==> src/hw/rtl/cfifo_pkg.sv <==
`timescale 1ns / 1ps
// ----------------------------------------------------------------------------
// cfifo_pkg
// Shared types and constants: field widths, stream packing, opcodes, status
// codes and the command/status bundles between controller and datapath.
// ----------------------------------------------------------------------------
package cfifo_pkg;

    localparam int OPCODE_W  = 3;
    localparam int DATA_W    = 32;
    localparam int POS_W     = 4;
    localparam int STATUS_W  = 3;
    localparam int OCC_W     = 5;
    localparam int CAP_W     = 5;

    localparam int S_TDATA_W = 40;
    localparam int M_TDATA_W = 48;

    localparam logic [CAP_W-1:0] CAP_RESET = 5'd16;

    typedef enum logic [OPCODE_W-1:0] {
        OP_ENQ        = 3'd0,
        OP_DEQ        = 3'd1,
        OP_PEEK_FRONT = 3'd2,
        OP_PEEK_REAR  = 3'd3,
        OP_SEARCH     = 3'd4,
        OP_READ_POS   = 3'd5,
        OP_CLEAR      = 3'd6,
        OP_NOP        = 3'd7
    } opcode_t;

    typedef enum logic [STATUS_W-1:0] {
        STAT_OK        = 3'd0,
        STAT_FULL      = 3'd1,
        STAT_EMPTY     = 3'd2,
        STAT_NOT_FOUND = 3'd3,
        STAT_RANGE     = 3'd4
    } status_t;

    typedef struct packed {
        logic accept;
        logic capture;
        logic scan_step;
        logic emit;
    } dp_cmd_t;

    typedef struct packed {
        logic go_read;
        logic go_scan;
        logic scan_done;
        logic out_free;
    } dp_stat_t;

endpackage

==> src/hw/rtl/cfifo_ctrl.sv <==
`timescale 1ns / 1ps
// ----------------------------------------------------------------------------
// cfifo_ctrl
// Request sequencer: accepts one request, steps it through the memory read
// or the search scan, then hands the result to the output register.
// ----------------------------------------------------------------------------
module cfifo_ctrl (
    input  logic                aclk,
    input  logic                aresetn,
    input  logic                s_tvalid,
    input  cfifo_pkg::dp_stat_t stat,
    output logic                s_tready,
    output cfifo_pkg::dp_cmd_t  cmd
);

    typedef enum logic [3:0] {
        ST_IDLE = 4'b0001,
        ST_READ = 4'b0010,
        ST_SCAN = 4'b0100,
        ST_EMIT = 4'b1000
    } state_t;

    state_t state_reg;
    state_t state_next;

    always_ff @(posedge aclk) begin
        if (!aresetn) begin
            state_reg <= ST_IDLE;
        end else begin
            state_reg <= state_next;
        end
    end

    always_comb begin
        state_next = state_reg;
        cmd        = '0;
        s_tready   = (state_reg == ST_IDLE);
        case (state_reg)
            ST_IDLE: begin
                if (s_tvalid) begin
                    cmd.accept = 1'b1;
                    if (stat.go_read) begin
                        state_next = ST_READ;
                    end else if (stat.go_scan) begin
                        state_next = ST_SCAN;
                    end else begin
                        state_next = ST_EMIT;
                    end
                end
            end
            ST_READ: begin
                cmd.capture = 1'b1;
                state_next  = ST_EMIT;
            end
            ST_SCAN: begin
                cmd.scan_step = 1'b1;
                if (stat.scan_done) begin
                    state_next = ST_EMIT;
                end
            end
            ST_EMIT: begin
                if (stat.out_free) begin
                    cmd.emit   = 1'b1;
                    state_next = ST_IDLE;
                end
            end
            default: begin
                state_next = ST_IDLE;
            end
        endcase
    end

endmodule

==> src/hw/rtl/cfifo_dp.sv <==
`timescale 1ns / 1ps
// ----------------------------------------------------------------------------
// cfifo_dp
// Queue datapath: entry memory, head/tail/count, capacity register, request
// decode, search compare and the output register.
// ----------------------------------------------------------------------------
module cfifo_dp #(
    parameter int DEPTH      = 16,
    parameter int WORD_WIDTH = 32
) (
    input  logic                                aclk,
    input  logic                                aresetn,
    input  cfifo_pkg::dp_cmd_t                  cmd,
    output cfifo_pkg::dp_stat_t                 stat,
    input  logic                                cfg_wr_en,
    input  logic [cfifo_pkg::CAP_W-1:0]         cfg_wr_data,
    input  logic [cfifo_pkg::S_TDATA_W-1:0]     s_tdata,
    input  logic [cfifo_pkg::OPCODE_W-1:0]      s_tuser,
    input  logic                                m_tready,
    output logic                                m_tvalid,
    output logic [cfifo_pkg::M_TDATA_W-1:0]     m_tdata,
    output logic [cfifo_pkg::STATUS_W-1:0]      m_tuser
);

    localparam int ADDR_W = $clog2(DEPTH);
    localparam int CNT_W  = $clog2(DEPTH + 1);
    localparam int CMP_W  = (CNT_W > cfifo_pkg::CAP_W) ? CNT_W : cfifo_pkg::CAP_W;

    localparam logic [CMP_W-1:0]  DEPTH_C   = CMP_W'(DEPTH);
    localparam logic [ADDR_W:0]   DEPTH_A   = (ADDR_W + 1)'(DEPTH);
    localparam logic [ADDR_W-1:0] LAST_ADDR = ADDR_W'(DEPTH - 1);
    localparam logic [ADDR_W-1:0] ONE_ADDR  = ADDR_W'(1);
    localparam logic [CNT_W-1:0]  ONE_CNT   = CNT_W'(1);

    function automatic logic [ADDR_W-1:0] wrap_add(
        input logic [ADDR_W-1:0] base,
        input logic [ADDR_W-1:0] offs
    );
        logic [ADDR_W:0] sum;
        sum = {1'b0, base} + {1'b0, offs};
        if (sum >= DEPTH_A) begin
            sum = sum - DEPTH_A;
        end
        return sum[ADDR_W-1:0];
    endfunction

    cfifo_pkg::opcode_t           op;
    logic [cfifo_pkg::DATA_W-1:0] din;
    logic [cfifo_pkg::POS_W-1:0]  pos;
    logic [63:0]                  din_wide;
    logic [WORD_WIDTH-1:0]        key_in;

    logic [WORD_WIDTH-1:0] mem [DEPTH];
    logic [WORD_WIDTH-1:0] rd_word_reg;
    logic [63:0]           rd_wide;
    logic                  wr_en;
    logic [ADDR_W-1:0]     wr_addr;
    logic                  rd_en;
    logic [ADDR_W-1:0]     rd_addr;
    logic [ADDR_W-1:0]     acc_addr;

    logic [cfifo_pkg::CAP_W-1:0] cap_reg;
    logic [CMP_W-1:0]            cap_ext;
    logic [CMP_W-1:0]            eff_cap;
    logic [CMP_W-1:0]            cnt_ext;
    logic [CMP_W-1:0]            pos_ext;
    logic                        empty;
    logic                        full;
    logic                        pos_bad;

    logic [ADDR_W-1:0] head_reg, head_next;
    logic [ADDR_W-1:0] tail_reg, tail_next;
    logic [CNT_W-1:0]  count_reg, count_next;

    logic [WORD_WIDTH-1:0]         key_reg, key_next;
    cfifo_pkg::status_t            res_status_reg, res_status_next;
    cfifo_pkg::status_t            dec_status;
    logic [cfifo_pkg::DATA_W-1:0]  res_data_reg, res_data_next;
    logic [cfifo_pkg::POS_W-1:0]   res_found_reg, res_found_next;
    logic [CNT_W-1:0]              scan_idx_reg, scan_idx_next;
    logic [ADDR_W-1:0]             scan_addr_reg, scan_addr_next;
    logic                          scan_hit;
    logic                          scan_last;
    logic                          go_read;
    logic                          go_scan;

    logic                              m_tvalid_reg, m_tvalid_next;
    logic [cfifo_pkg::M_TDATA_W-1:0]   m_tdata_reg, m_tdata_next;
    logic [cfifo_pkg::STATUS_W-1:0]    m_tuser_reg, m_tuser_next;
    logic                              out_free;

    assign op       = cfifo_pkg::opcode_t'(s_tuser);
    assign din      = s_tdata[cfifo_pkg::DATA_W-1:0];
    assign pos      = s_tdata[cfifo_pkg::DATA_W +: cfifo_pkg::POS_W];
    assign din_wide = 64'(din);
    assign key_in   = din_wide[WORD_WIDTH-1:0];
    assign rd_wide  = 64'(rd_word_reg);

    always_ff @(posedge aclk) begin
        if (!aresetn) begin
            cap_reg <= cfifo_pkg::CAP_RESET;
        end else if (cfg_wr_en) begin
            cap_reg <= cfg_wr_data;
        end
    end

    always_comb begin
        cap_ext = CMP_W'(cap_reg);
        if (cap_ext == '0) begin
            eff_cap = CMP_W'(1);
        end else if (cap_ext > DEPTH_C) begin
            eff_cap = DEPTH_C;
        end else begin
            eff_cap = cap_ext;
        end
    end

    assign cnt_ext = CMP_W'(count_reg);
    assign pos_ext = CMP_W'(pos);
    assign empty   = (count_reg == '0);
    assign full    = (cnt_ext >= eff_cap);
    assign pos_bad = (pos_ext >= cnt_ext);

    always_comb begin
        dec_status = cfifo_pkg::STAT_OK;
        go_read    = 1'b0;
        go_scan    = 1'b0;
        acc_addr   = head_reg;
        case (op)
            cfifo_pkg::OP_ENQ: begin
                if (full) begin
                    dec_status = cfifo_pkg::STAT_FULL;
                end
            end
            cfifo_pkg::OP_DEQ, cfifo_pkg::OP_PEEK_FRONT: begin
                if (empty) begin
                    dec_status = cfifo_pkg::STAT_EMPTY;
                end else begin
                    go_read = 1'b1;
                end
            end
            cfifo_pkg::OP_PEEK_REAR: begin
                acc_addr = wrap_add(tail_reg, LAST_ADDR);
                if (empty) begin
                    dec_status = cfifo_pkg::STAT_EMPTY;
                end else begin
                    go_read = 1'b1;
                end
            end
            cfifo_pkg::OP_READ_POS: begin
                acc_addr = wrap_add(head_reg, ADDR_W'(pos));
                if (empty) begin
                    dec_status = cfifo_pkg::STAT_EMPTY;
                end else if (pos_bad) begin
                    dec_status = cfifo_pkg::STAT_RANGE;
                end else begin
                    go_read = 1'b1;
                end
            end
            cfifo_pkg::OP_SEARCH: begin
                if (empty) begin
                    dec_status = cfifo_pkg::STAT_EMPTY;
                end else begin
                    dec_status = cfifo_pkg::STAT_NOT_FOUND;
                    go_scan    = 1'b1;
                end
            end
            default: begin
                dec_status = cfifo_pkg::STAT_OK;
            end
        endcase
    end

    assign scan_hit  = (rd_word_reg == key_reg);
    assign scan_last = (scan_idx_reg == (count_reg - ONE_CNT));
    assign out_free  = !m_tvalid_reg || m_tready;

    always_comb begin
        head_next       = head_reg;
        tail_next       = tail_reg;
        count_next      = count_reg;
        key_next        = key_reg;
        res_status_next = res_status_reg;
        res_data_next   = res_data_reg;
        res_found_next  = res_found_reg;
        scan_idx_next   = scan_idx_reg;
        scan_addr_next  = scan_addr_reg;
        wr_en           = 1'b0;
        wr_addr         = tail_reg;
        rd_en           = 1'b0;
        rd_addr         = acc_addr;
        m_tvalid_next   = m_tvalid_reg && !m_tready;
        m_tdata_next    = m_tdata_reg;
        m_tuser_next    = m_tuser_reg;

        if (cmd.accept) begin
            key_next        = key_in;
            res_status_next = dec_status;
            res_data_next   = '0;
            res_found_next  = '0;
            scan_idx_next   = '0;
            scan_addr_next  = wrap_add(head_reg, ONE_ADDR);
            rd_en           = go_read || go_scan;
            case (op)
                cfifo_pkg::OP_ENQ: begin
                    if (!full) begin
                        wr_en      = 1'b1;
                        tail_next  = wrap_add(tail_reg, ONE_ADDR);
                        count_next = count_reg + ONE_CNT;
                    end
                end
                cfifo_pkg::OP_DEQ: begin
                    if (!empty) begin
                        head_next  = wrap_add(head_reg, ONE_ADDR);
                        count_next = count_reg - ONE_CNT;
                    end
                end
                cfifo_pkg::OP_CLEAR: begin
                    head_next  = '0;
                    tail_next  = '0;
                    count_next = '0;
                end
                default: begin
                    count_next = count_reg;
                end
            endcase
        end

        if (cmd.capture) begin
            res_data_next = rd_wide[cfifo_pkg::DATA_W-1:0];
        end

        if (cmd.scan_step) begin
            if (scan_hit) begin
                res_status_next = cfifo_pkg::STAT_OK;
                res_found_next  = cfifo_pkg::POS_W'(scan_idx_reg);
            end else if (!scan_last) begin
                rd_en          = 1'b1;
                rd_addr        = scan_addr_reg;
                scan_addr_next = wrap_add(scan_addr_reg, ONE_ADDR);
                scan_idx_next  = scan_idx_reg + ONE_CNT;
            end
        end

        if (cmd.emit) begin
            m_tvalid_next = 1'b1;
            m_tdata_next  = cfifo_pkg::M_TDATA_W'({cfifo_pkg::OCC_W'(count_reg),
                                                   res_found_reg, res_data_reg});
            m_tuser_next  = res_status_reg;
        end
    end

    always_ff @(posedge aclk) begin
        if (wr_en) begin
            mem[wr_addr] <= key_in;
        end
        if (rd_en) begin
            rd_word_reg <= mem[rd_addr];
        end
    end

    always_ff @(posedge aclk) begin
        if (!aresetn) begin
            head_reg     <= '0;
            tail_reg     <= '0;
            count_reg    <= '0;
            m_tvalid_reg <= 1'b0;
        end else begin
            head_reg     <= head_next;
            tail_reg     <= tail_next;
            count_reg    <= count_next;
            m_tvalid_reg <= m_tvalid_next;
        end
    end

    always_ff @(posedge aclk) begin
        key_reg        <= key_next;
        res_status_reg <= res_status_next;
        res_data_reg   <= res_data_next;
        res_found_reg  <= res_found_next;
        scan_idx_reg   <= scan_idx_next;
        scan_addr_reg  <= scan_addr_next;
        m_tdata_reg    <= m_tdata_next;
        m_tuser_reg    <= m_tuser_next;
    end

    assign stat.go_read   = go_read;
    assign stat.go_scan   = go_scan;
    assign stat.scan_done = scan_hit || scan_last;
    assign stat.out_free  = out_free;

    assign m_tvalid = m_tvalid_reg;
    assign m_tdata  = m_tdata_reg;
    assign m_tuser  = m_tuser_reg;

endmodule

==> src/hw/rtl/circular_fifo_with_search.sv <==
`timescale 1ns / 1ps
// ----------------------------------------------------------------------------
// circular_fifo_with_search
// Circular-buffer queue with enqueue, dequeue, peeks, search, positional read
// and clear; one result transfer per request.
// ----------------------------------------------------------------------------
// The block serves one request at a time and returns exactly one result per
// request. Dequeue, both peeks and read at position pass through a memory
// read state, since the entry memory has one registered read port; enqueue,
// clear, the no-op and every error go straight to the result. Search compares
// one entry per cycle from the front and stops at the first match or at the
// last entry. Write capacity_in_use only while no request is outstanding; 0
// acts as 1 and values above DEPTH act as DEPTH.
module circular_fifo_with_search #(
    parameter int DEPTH      = 16,
    parameter int WORD_WIDTH = 32
) (
    input  logic                              aclk,
    input  logic                              aresetn,
    input  logic                              s_tvalid,
    output logic                              s_tready,
    input  logic [cfifo_pkg::S_TDATA_W-1:0]   s_tdata,   // data_in[31:0], position[35:32]
    input  logic [cfifo_pkg::OPCODE_W-1:0]    s_tuser,   // opcode[2:0]
    output logic                              m_tvalid,
    input  logic                              m_tready,
    output logic [cfifo_pkg::M_TDATA_W-1:0]   m_tdata,   // data_out[31:0],
                                                         // found_position[35:32],
                                                         // occupancy[40:36]
    output logic [cfifo_pkg::STATUS_W-1:0]    m_tuser,   // status[2:0]
    input  logic                              cfg_wr_en,
    input  logic [cfifo_pkg::CAP_W-1:0]       cfg_wr_data
);

    cfifo_pkg::dp_cmd_t  cmd;
    cfifo_pkg::dp_stat_t stat;

    cfifo_ctrl u_ctrl (
        .aclk     (aclk),
        .aresetn  (aresetn),
        .s_tvalid (s_tvalid),
        .stat     (stat),
        .s_tready (s_tready),
        .cmd      (cmd)
    );

    cfifo_dp #(
        .DEPTH      (DEPTH),
        .WORD_WIDTH (WORD_WIDTH)
    ) u_dp (
        .aclk        (aclk),
        .aresetn     (aresetn),
        .cmd         (cmd),
        .stat        (stat),
        .cfg_wr_en   (cfg_wr_en),
        .cfg_wr_data (cfg_wr_data),
        .s_tdata     (s_tdata),
        .s_tuser     (s_tuser),
        .m_tready    (m_tready),
        .m_tvalid    (m_tvalid),
        .m_tdata     (m_tdata),
        .m_tuser     (m_tuser)
    );

`ifndef SYNTHESIS
    a_one_request: assert property (@(posedge aclk) disable iff (!aresetn)
        (s_tvalid && s_tready) |=> !s_tready)
        else $error("request accepted while another is in flight");

    a_emit_slot: assert property (@(posedge aclk) disable iff (!aresetn)
        cmd.emit |-> (!m_tvalid || m_tready))
        else $error("result loaded over an untaken result");

    a_valid_source: assert property (@(posedge aclk) disable iff (!aresetn)
        $rose(m_tvalid) |-> $past(cmd.emit))
        else $error("result valid without an emit");

    a_empty_zero: assert property (@(posedge aclk) disable iff (!aresetn)
        (m_tvalid && (m_tuser == cfifo_pkg::STAT_EMPTY))
            |-> (m_tdata[cfifo_pkg::DATA_W-1:0] == '0))
        else $error("empty status with nonzero data");
`endif

endmodule

==> config.mk <==
export PLATFORM = sky130hd
export DESIGN_NAME = circular_fifo_with_search
export DESIGN_NICKNAME = d
export VERILOG_FILES = /design/src/hw/rtl/cfifo_pkg.sv /design/src/hw/rtl/cfifo_ctrl.sv /design/src/hw/rtl/cfifo_dp.sv /design/src/hw/rtl/circular_fifo_with_search.sv
export SDC_FILE = /design/constraint.sdc
export NUM_CORES = 1
export LEC_CHECK = 0
export ABC_AREA = 1
export BUFFER_PORTS_ARGS = -buffer_cell sky130_fd_sc_hd__buf_4
export CAP_MARGIN = 20
export CORE_MARGIN = 2
export CORE_UTILIZATION = 50
export DETAILED_ROUTE_END_ITERATION = 6
export PLACE_DENSITY = 0.67
export SYNTH_ARGS = -nofsm -noshare
export SYNTH_HDL_FRONTEND = slang
export SYNTH_SLANG_ARGS = --single-unit
==> constraint.sdc <==
create_clock -name aclk -period 5.75 [get_ports aclk]
set_input_delay 1.15 -clock aclk [delete_from_list [all_inputs] [get_ports aclk]]
set_output_delay 1.15 -clock aclk [all_outputs]
set_load 0.05 [all_outputs]
### Word-level counts from Yosys, hierarchy flattened

Memory sizes are Yosys's and may differ from the RTL's. A register that Yosys moved wholly into a read port is not among the register bits.
Cells that the tools add are included.

* add/subtract/negate cells: 13
* multipliers: 0
* divide/modulo/power cells: 0
* order comparisons: 8
* equal/unequal tests: 17
* shift-type cells: 0
* mux-type cells: 67
* bitwise operators: 0
* reductions and logical operators: 18

Operator list (count)
* $mux 4: 22
* $mux 32: 2
* $mux 5: 8
* $eq 32x32->1: 1
* $ge 5x5->1 const B: 5
* $pmux 4 s2: 3
* $mux 1: 22
* $sub 4x1->4 const B: 5
* $pmux 4 s4: 1
* $add 4x1->5 const B: 3
* $mux 3: 5
* $pmux 5 s3: 1
* $pmux 3 s4: 1
* $add 5x1->5 const B: 2
* $logic_not 5->1: 2
* $eq 3x3->1 const B: 3
* $reduce_and 3->1: 3
* $ne 2x2->1 const B: 4
* $eq 3x2->1 const B: 2
* $reduce_bool 2->1: 3
* $add 4x4->5: 1
* $add 4x4->5 const B: 1
* $eq 5x5->1: 1
* $ge 4x5->1: 1
* other kinds (18): 21

* register bits: 147
* bits in latches: 0
* RAM bits: 512
* bits in read-only memories: 0
* bits of input ports: 53
* output and inout port bits: 53
* word-level logic and storage cells: 138
* memories kept: 1

Memories
* u_dp.mem: depth 16, width 32, rd ports 1, clocked after memory_dff 1, write ports 1, line cfifo_dp.sv:53 `logic [WORD_WIDTH-1:0] mem [DEPTH];`

### Logic depth before layout (Yosys ltp)

Gate-level depths: netlist of the first run.

* depth after elaboration: 9
* gate-level depth with buffers: 19

### Cells and area by module

Synthesis of the first run repeated with hierarchy kept, for this count alone.

* cells, all modules: 2712
* area, all modules: 29678.5 sq um

By module, submodules not included
* cfifo_dp: times used 1, cells an instance 2663, area an instance 29395.7 sq um, seq. area each 20279.4 sq um
* cfifo_ctrl: times used 1, cells an instance 49, area an instance 282.8 sq um, seq. area each 80.1 sq um

### Worst setup path after synthesis of the first run

Ideal clock, no wire load.

* path kind: input to register
* start: input port s_tvalid
* end: memory u_dp.mem[0][0] (enable)
* library setup time: 421 ps
* arrival time: 4276 ps
* setup slack: 1053 ps
* stages: 6
* buffers on the path: 0
* path through: inv_1 -> nor2_2 -> inv_2 -> nor3_2 -> nand2_1 -> nor2_1

RTL lines
* from (decl): line circular_fifo_with_search.sv:20 `input logic s_tvalid,`
* to (decl): line cfifo_dp.sv:53

### Worst setup path in the final report of the first run

* start: register u_dp.rd_word_reg[18] (read register of u_dp.mem)
* end: register u_dp.rd_word_reg[4] (read register of u_dp.mem) (data pin)

* longest elaborated chain between the ends: 3

Ends and longest elaborated chain
* from (decl): line cfifo_dp.sv:54 `logic [WORD_WIDTH-1:0] rd_word_reg;`
* $eq 32x32->1 *: line cfifo_dp.sv:174 `assign scan_hit = (rd_word_reg == key_reg);`
* $mux 4 / $mux 1 (equally long branches): line cfifo_dp.sv:234 `if (scan_hit) begin`
* $mux 4 / $mux 1 (equally long branches): line cfifo_dp.sv:233 `if (cmd.scan_step) begin`

Mark *: on every way between the ends. The rest lies on a longest branch, timed or not.
A chain may end at the register's enable or synchronous reset.

==> results of run 1 <==
## metrics by stage
stage | hold WS [ps] | std cells | setup slack (ps) | util
finish | 416.9 | 3557 | 1406 | 0.5679
global route | 422.2 | 3556 | 1167 | 0.5678
CTS | 417.9 | 3555 | 1436 | 0.5675
detailed placement | 404.5 | 3424 | 1399 | 0.5280
global placement | 402.2 | 3424 | 1506 | 0.5280
floorplan | 400.3 | 2665 | 1053 | -
## cell usage in the layout, fill, tap and decap left out, types with 4 or more instances in the layout
master / instances
sky130_fd_sc_hd__a21oi_1: 21
sky130_fd_sc_hd__buf_12: 6
sky130_fd_sc_hd__buf_4: 129
sky130_fd_sc_hd__bufinv_16: 6
sky130_fd_sc_hd__clkbuf_1: 16
sky130_fd_sc_hd__clkbuf_16: 74
sky130_fd_sc_hd__clkinv_1: 13
sky130_fd_sc_hd__clkinv_2: 11
sky130_fd_sc_hd__conb_1: 7
sky130_fd_sc_hd__dfxtp_1: 39
sky130_fd_sc_hd__edfxtp_1: 652
sky130_fd_sc_hd__ha_1: 23
sky130_fd_sc_hd__inv_1: 283
sky130_fd_sc_hd__inv_2: 12
sky130_fd_sc_hd__inv_6: 4
sky130_fd_sc_hd__nand2_1: 665
sky130_fd_sc_hd__nand3_1: 542
sky130_fd_sc_hd__nand3b_1: 66
sky130_fd_sc_hd__nor2_1: 72
sky130_fd_sc_hd__nor2_4: 19
sky130_fd_sc_hd__nor3_2: 4
sky130_fd_sc_hd__o211ai_1: 5
sky130_fd_sc_hd__o21ai_0: 31
sky130_fd_sc_hd__o22ai_1: 4
sky130_fd_sc_hd__xnor2_1: 27
sky130_fd_sc_hd__xor2_1: 8
## logic make-up (layout without fill, tap and decap cells)
kind of cell	count (synthesis)	count (layout)
AND/OR/NAND/NOR	1385	1385
flip-flops	691	691
multiplexers	1	1
other	1	8
XOR/XNOR	35	35
buffers and inverters	444	562
adder cells (fa/ha/maj)	24	24
AO/OA/AOI/OAI	78	78
## where the power goes
group | internal (W) | leakage [nW] | switching (W)
registers | 0.00575 | 6.23 | 0.0000964
logic | 0.000441 | 5.88 | 0.00111
clock network | 0.00267 | 1.14 | 0.00194
## routing by layer
layer,global-route usage,vias up
met5,0,-
met4,0.08454,0
met3,0.03601,128
met2,0.3883,840
met1,0.3157,9585
li1,-,9171
## area by class of cell
cell class	instances	area, sq um
Clock buffer	92	1939
Sequential cell	691	20360
Tap cell	773	967.2
Fill cell	4742	25410
Clock inverter	39	382.9
Multi-Input combinational cell	1530	7532
Timing Repair Buffer	135	1089
Antenna cell	1	2.502
Inverter	296	1116
## path summary, 6_finish.rpt
check | endpoint | startpoint | cells after the start
worst min-delay path | u_dp.m_tdata[22] | u_dp.res_data_reg[22] | 0
worst max register to register | u_dp.rd_word_reg[4] | u_dp.rd_word_reg[18] | 17
worst min register to register | u_dp.m_tdata[22] | u_dp.res_data_reg[22] | 0
worst max-delay path | u_dp.rd_word_reg[4] | u_dp.rd_word_reg[18] | 17
==> summary by stage, run 1 <==
Status
The run finished with clean final reports.

Synthesis
After synthesis, the cell types taking the most area are sky130_fd_sc_hd__edfxtp_1 (66%), sky130_fd_sc_hd__nand3_1 (9.2%), sky130_fd_sc_hd__nand2_1 (8.5%). The compound-gate portion of the synthesized area is 0.01571. Counting flops with a built-in enable in the synthesized netlist gives 652. The number of library cell types mapped by synthesis is 46.

Summed over all instances, the cell type with the most area after synthesis is sky130_fd_sc_hd__edfxtp_1. Averaged over all synthesized cells, the footprint is 11.14 sq um. Counting every instance in the synthesized netlist gives 2,659. The fraction of post-synthesis cell area in the top cell type by area is 0.6608.

The post-synthesis cell area is 29,630 sq um. The post-synthesis share of cell area spent on xor and xnor gates is 0.01035. The fraction of registers with async set/reset is 0. For this run, the number of Yosys warnings is 0. The commonest register cell after synthesis is sky130_fd_sc_hd__edfxtp_1. The share of synthesized cell area in full adder, half adder and majority cells is 0.01039. The share of the Yosys chip area taken by registers is 0.6872. The post-synthesis register bit count is 691. After synthesis, the largest family of logic cells by area is simple AND/OR/NAND/NOR gates. By instance count, the leading cell after synthesis is sky130_fd_sc_hd__nand2_1. The commonest cells after synthesis are sky130_fd_sc_hd__nand2_1 (668), sky130_fd_sc_hd__edfxtp_1 (652), sky130_fd_sc_hd__nand3_1 (542). Of the total synthesized cell area, the portion taken by AND, OR, NAND and NOR gates is 0.2098. The proportion of synthesized area in mux cells is 0.0003379.

Power
The total power draw is 0.01202 W. Across the VDD grid, the largest voltage drop is 0.0002178 V. For this design the static power due to leakage is 13.25 nW.

Power spread over the standard cell area amounts to 359.9 nW/um^2.

GRT
In the global route stage, overall resource usage came out at 0.2344. The first global-routing pass estimated 108,600 um of wire. Entering global routing, the biggest net connects 197 pins.

The number of antenna violations at the first check in global routing is 1. The via count of the first global-routing pass is 19,020. The total overflow left after global routing is 0.

Floorplan
The count of pins on the block boundary is 106. The total die area is 61,220 sq um. In this run the horizontal extent of the chip is 247.4 um. After floorplanning, the core was divided into 89 placement rows.

For this configuration, the core starts out at a cell density of 0.5039. The region available for standard cell placement spans 58,800 sq um. The chip height is 247.4 um.

Worst hold path
The tightest min-delay check is of the register to register type.

CTS
The number of instances resized during post-cts repair is 0. The clock-pin slew of the registers on the worst-case setup and hold paths is 60 ps. Clock tree synthesis found a total of 691 sinks. The TritonCTS clock tree is done. The later-pin clock latency in the skew report is 620 ps. In this run, CTS created clock tree buffers numbering 72.

In this run the deepest clock path goes through 3 buffers. The clock root buffer is sky130_fd_sc_hd__clkbuf_16. Once the clock tree was built, the setup fixing pass inserted 0 buffers. The number of buffers inserted by hold repair at cts is 0. The total number of H-tree levels is 3.

Worst setup path
The worst setup path is captured at a register. The delay of the slowest critical-path stage is 540 ps. Together, buffers and inverters on the worst path number 2. Data on the critical path arrives at its endpoint at 4680 ps. The most prevalent standard cell on the critical path is sky130_fd_sc_hd__nand2_1.

The slowest stage of the critical path is the sky130_fd_sc_hd__nand2_8 cell. The worst register-to-register path has a setup slack of 1410 ps. The largest fanout on the critical path is 79.

The data required time at the worst endpoint is 6090 ps. Traced cell by cell, the critical path runs through inv_1, nand2_1, nand2_1, nand2_1, nor2_1, nand2_1, nor2_1, nand2_1, nand3_2, nand2_8, nand2_8, buf_12, nand2_1, nand3_1, nand3_1, nand3_1, nand2_1. In this design, the largest share of critical-path delay is due to simple AND/OR/NAND/NOR gates. The critical path in this run is classified as register to register. The startpoint type of the worst setup path is a register.

Route
The first detailed-routing pass took 6 iterations. In the final routing, the length of wire on met1 measures 29,430 um. In the final routed layout, each cell accounts on average for 20.04 um. Summing over every cut layer, the via total after detailed routing is 19,720.

Summed over all nets, wire length on met3 after detailed routing comes to 5724 um. In this run the remaining antenna-violating nets after routing total 0. Summed over all nets, wire length on met2 after detailed routing comes to 34,360 um. The per-cell via count in the routed design is 5.545. The detailed router used layers up to and including met4.

The DRC violation total after the first TritonRoute iteration is 2,234. In the routed design, unresolved DRC markers number 0. Summed over all layers, the routed wires come to 71,280 um.

Placement
In this run the cell area measured after placement is 31,040 sq um. At the end of routability-driven placement, the weighted congestion stood at 0.8274. The number of port buffers is 94. Once detailed placement completed, the half-perimeter wirelength came to 37,600 um.

Finish
The register with the most flip-flops in the layout has 512 of them. The net count of the finished layout is 2,803. Once layout is done, the placed cells without fillers occupy 33,390 sq um.

In the final layout, the share of cells above drive strength 1 is 0.1024. The relative area change from synthesis to final layout is 12.69%.

STA
The maximum achievable frequency is 230.2 MHz. The clock skew after layout is 25.02 ps. Setup repair after global routing left no endpoint under its margin. Setup violations remaining at the end of the flow were counted as 0. The shortest clock period the worst path allows after layout is 4344 ps. The total count of max-transition violations in the final report is 0. The count of final hold-check violations is 0. The setup total negative slack is 0 ps.

The remaining max-slew budget at the tightest pin is 0.2601. The share of the clock period used by the worst path after layout is 0.7554. The pin slew with the least headroom to its limit is 1110 ps.

Flow run
The number of maximum-capacitance constraint violations is 0.
No activity file was read; power rests on OpenSTA's default activity.
==> run 2: changes to the inputs <==
Settings changed: ABC_AREA 1 to 0.
Clock period 5.75 ns to 4.39 ns, I/O delays scaled along.
==> run 2 against run 1 <==
  * Final area shrank 6.4%
  * Flip-flop and latch count unchanged
  * Critical path type unchanged
  * Via count is 27% lower
  * Sequential share of layout area up 4.1 points
  * Die area fell by 9.3%
  * Non-clock buffer count rose by 28
  * First-iteration DRC count down 44%
  * Routed wire length decreased by 15%
  * Power rose by 16%
  * Critical path depth is 7 lower
  * Synthesized area fell by 9.4%
  * Combinational power fell by 39%
==> summary by stage, run 2 <==
CTS
Clock tree synthesis selected as its root buffer the cell sky130_fd_sc_hd__clkbuf_16. The number of buffers inserted by hold repair at cts is 0 (unchanged). The buffers inserted during post-CTS setup optimization was 0 (unchanged). The total number of H-tree levels is 3 (unchanged). The later-pin clock latency in the skew report came to 600 ps (-20 ps). The clock-pin slew of the registers on the worst-case setup and hold paths is 60 ps (about the same). The maximum buffer depth of the clock tree is 3 (unchanged). The number of buffers added by the clock tree synthesis step came to 69 (-4.2%). The number of instances resized during post-cts repair was 0 (unchanged).

TritonCTS built the clock tree. The total number of clock tree sinks is 691 (unchanged).

Synthesis
The average footprint of a synthesized cell is 17.05 sq um (+53%). The post-synthesis cell area is 26,840 sq um (-9.4%). After synthesis, the most frequently instantiated cells are sky130_fd_sc_hd__edfxtp_1 (652), sky130_fd_sc_hd__mux2i_1 (264), sky130_fd_sc_hd__o22ai_1 (133).

The number of enable flip-flop cells after synthesis is 652 (unchanged). The number of library cell types mapped by synthesis is 58 (+26%). The fraction of post-synthesis cell area in the top cell type by area is 0.7296 (+0.06874). Ranked by total cell area, the synthesized netlist is headed by sky130_fd_sc_hd__edfxtp_1 (73%), sky130_fd_sc_hd__mux2i_1 (9.8%), sky130_fd_sc_hd__o22ai_1 (3.1%). The most frequent cell after synthesis is sky130_fd_sc_hd__edfxtp_1. The number of cells produced by synthesis is 1,574 (-41%).

The post-synthesis register bit count is 691 (unchanged). The sequential fraction of the synthesis area is 0.7587 (+0.07148). The commonest register cell after synthesis is sky130_fd_sc_hd__edfxtp_1. Summed over all instances, the cell type with the most area after synthesis is sky130_fd_sc_hd__edfxtp_1. The fraction of registers with async set/reset is 0 (unchanged). The count of synthesis-stage warnings from yosys is 0 (unchanged).

GRT
The total overflow reported by the global router is 0 (unchanged). The largest net degree at the start of global routing came to 43 (-78%). The global router's overall resource usage is 0.2183 (-0.01609). The via count of the first global-routing pass is 14,370 (-24%).

The number of antenna violations at the first check in global routing is 1 (unchanged). The first-pass GRT wire length is 90,110 um (-17%).

Worst setup path
By startpoint and endpoint, the worst setup path is classified as register to register. In this design, the largest share of critical-path delay is due to simple AND/OR/NAND/NOR gates. The standard cell with the maximum stage delay on the critical path is sky130_fd_sc_hd__or4_1. The worst setup path is launched from a register. Among the stages of the critical path, the cell type that occurs most often is sky130_fd_sc_hd__buf_4.

Traced cell by cell, the critical path runs through xor2_1, nor4_1, nand4_1, o211ai_2, buf_4, mux2_2, nand2_1, buf_4, o22ai_1, or4_1. The largest fanout on the critical path is 14 (-82%). The worst endpoint data arrival time was 4070 ps (-610 ps). The buffering stage count on the worst path with inverters included is 2 (unchanged). The capturing element type of the critical path is a register. The delay of the slowest critical-path stage is 530 ps (about the same). The data required time at the worst endpoint is 4720 ps (-1370 ps).

Placement
The routability congestion estimate from global placement came to 0.7864 (-5.0%). The number of port buffers was 94 (unchanged). The HPWL reported at the end of detailed placement was 33,430 um (-11%).

Finish
The number of flip-flops in the largest register is 512 (unchanged). The number of antenna diodes is 0 (-1). The most frequent standard cell in the layout excluding fill and tap cells is sky130_fd_sc_hd__edfxtp_1.

The fraction of the core area covered by cells at the end of the flow was 0.5926 (+0.02474). Relative to the synthesized area, the layout overhead comes to 16.51%. Leaving out fill and tap cells, the most frequent cells in the layout are sky130_fd_sc_hd__edfxtp_1 (652), sky130_fd_sc_hd__mux2i_1 (263), sky130_fd_sc_hd__buf_4 (134), sky130_fd_sc_hd__o22ai_1 (133), sky130_fd_sc_hd__clkbuf_16 (72). The number of nets at the end of the flow is 1,815 (-35%). The share of final-layout standard cells stronger than drive strength 1 is 0.1635 (+0.06110).

STA
The share of the clock period used by the worst path after layout came to 0.8519 (+0.09643). The number of failing setup endpoints in the final timing report is 0 (unchanged). The clock skew after layout is 17.51 ps (-7.505 ps). Setup repair after global routing left no endpoint under its margin. The remaining max-slew budget at the tightest pin came to 0.2986 (+0.03857).

The pin slew with the least headroom to its limit is 1052 ps (-57.86 ps). The shortest clock period the worst path allows after layout came to 3740 ps (-604.1 ps). The maximum achievable frequency is 267.4 MHz (+16%).

The total count of max-transition violations in the final report is 0 (unchanged). The count of final hold-check violations was 0 (unchanged).

Route
The overall routed net length was 60,570 um (-15%). The DRC violation total after the first TritonRoute iteration was 1,255 (-44%). The per-cell via count in the routed design is 5.806 (+4.7%). The number of iterations in the first detailed-routing pass is 5 (-1).

The detail-routed net length per standard cell is 24.42 um (+22%). The DRC violation count after routing is 0 (unchanged). The number of antenna-violating nets in the routed design is 0 (unchanged). The count of vias placed by the detailed router is 14,400 (-27%).

Floorplan
The number of placement rows is 84 (-5.6%). The count of pins on the block boundary is 106 (unchanged). The floorplan die width is 235.7 um (-4.7%). The total die area was 55,540 sq um (-9.3%). The initial cell density of the core is 0.5086 (+0.004738). The area of the core is 52,760 sq um (-10%). The chip height is 235.7 um (-4.7%).

Power
The total power draw is 0.01393 W (+16%). The power density over the cells is 445.4 nW/um^2 (+24%). The peak supply drop came to 0.0002455 V (+13%). The static power due to leakage is 11.73 nW (-11%).

Worst hold path
The tightest min-delay check is of the register to register type.

Status
The flow ran to the end, and the final reports show no timing, DRC or antenna violations.

Flow run
The number of maximum-capacitance constraint violations is 0 (unchanged).
## run 2: cells by family (layout without fill, tap and decap cells)
kind of cell,count (synthesis),after routing,synth area share
AND/OR/NAND/NOR,228,228,0.04620
XOR/XNOR,50,50,0.01632
other,1,7,0.0001397
flip-flops,691,691,0.7587
adder cells (fa/ha/maj),24,24,0.01147
multiplexers,267,267,0.09973
buffers and inverters,98,310,0.01613
AO/OA/AOI/OAI,215,215,0.05133
## run 2: worst paths after layout
path	startpoint	end	slack, ps	cells after the start
max reg2reg	u_dp.rd_word_reg[21]	u_dp.rd_word_reg[1]	650	10
max	u_dp.rd_word_reg[21]	u_dp.rd_word_reg[1]	650	10
min reg2reg	u_dp.res_data_reg[15]	u_dp.m_tdata[15]	410	0
min	u_dp.res_data_reg[15]	u_dp.m_tdata[15]	410	0
## run 2: layout make-up
cell class / instances / area, sq um
Multi-Input combinational cell: 791 / 6230
Tap cell: 688 / 860.8
Inverter: 22 / 82.58
Timing Repair Buffer: 163 / 1587
Sequential cell: 691 / 20360
Clock inverter: 39 / 292.8
Fill cell: 3923 / 21490
Clock buffer: 86 / 1854
## run 2: power breakdown
| part | switching (W) | internal (W) |
|---|---|---|
| Sequential | 0.0000543 | 0.00734 |
| Clock | 0.00239 | 0.00319 |
| Combinational | 0.000592 | 0.000361 |
| Total | 0.00303 | 0.0109 |
## run 2: per-stage QoR
stage	cell area (sq um)	std cells	hold WS (ps)	setup slack, ps	TNS [ps]
2_1_floorplan	26890	1580	400.3	-85.17	-15800
3_3_place_gp	29120	2355	402.4	539.0	0
6_report	31270	2480	412.6	650.3	0
3_5_place_dp	29120	2355	404.5	455.6	0
4_1_cts	31270	2480	413.3	579.5	0
5_1_grt	31270	2480	420.8	413.3	0
## run 2: metal layers
layer | vias up | GRT usage | wire, um
met5 | - | 0 | 13
met4 | 2 | 0.06505 | 1238
met3 | 82 | 0.03178 | 3295
met2 | 463 | 0.3649 | 29740
met1 | 7311 | 0.2993 | 26280
li1 | 6541 | - | -
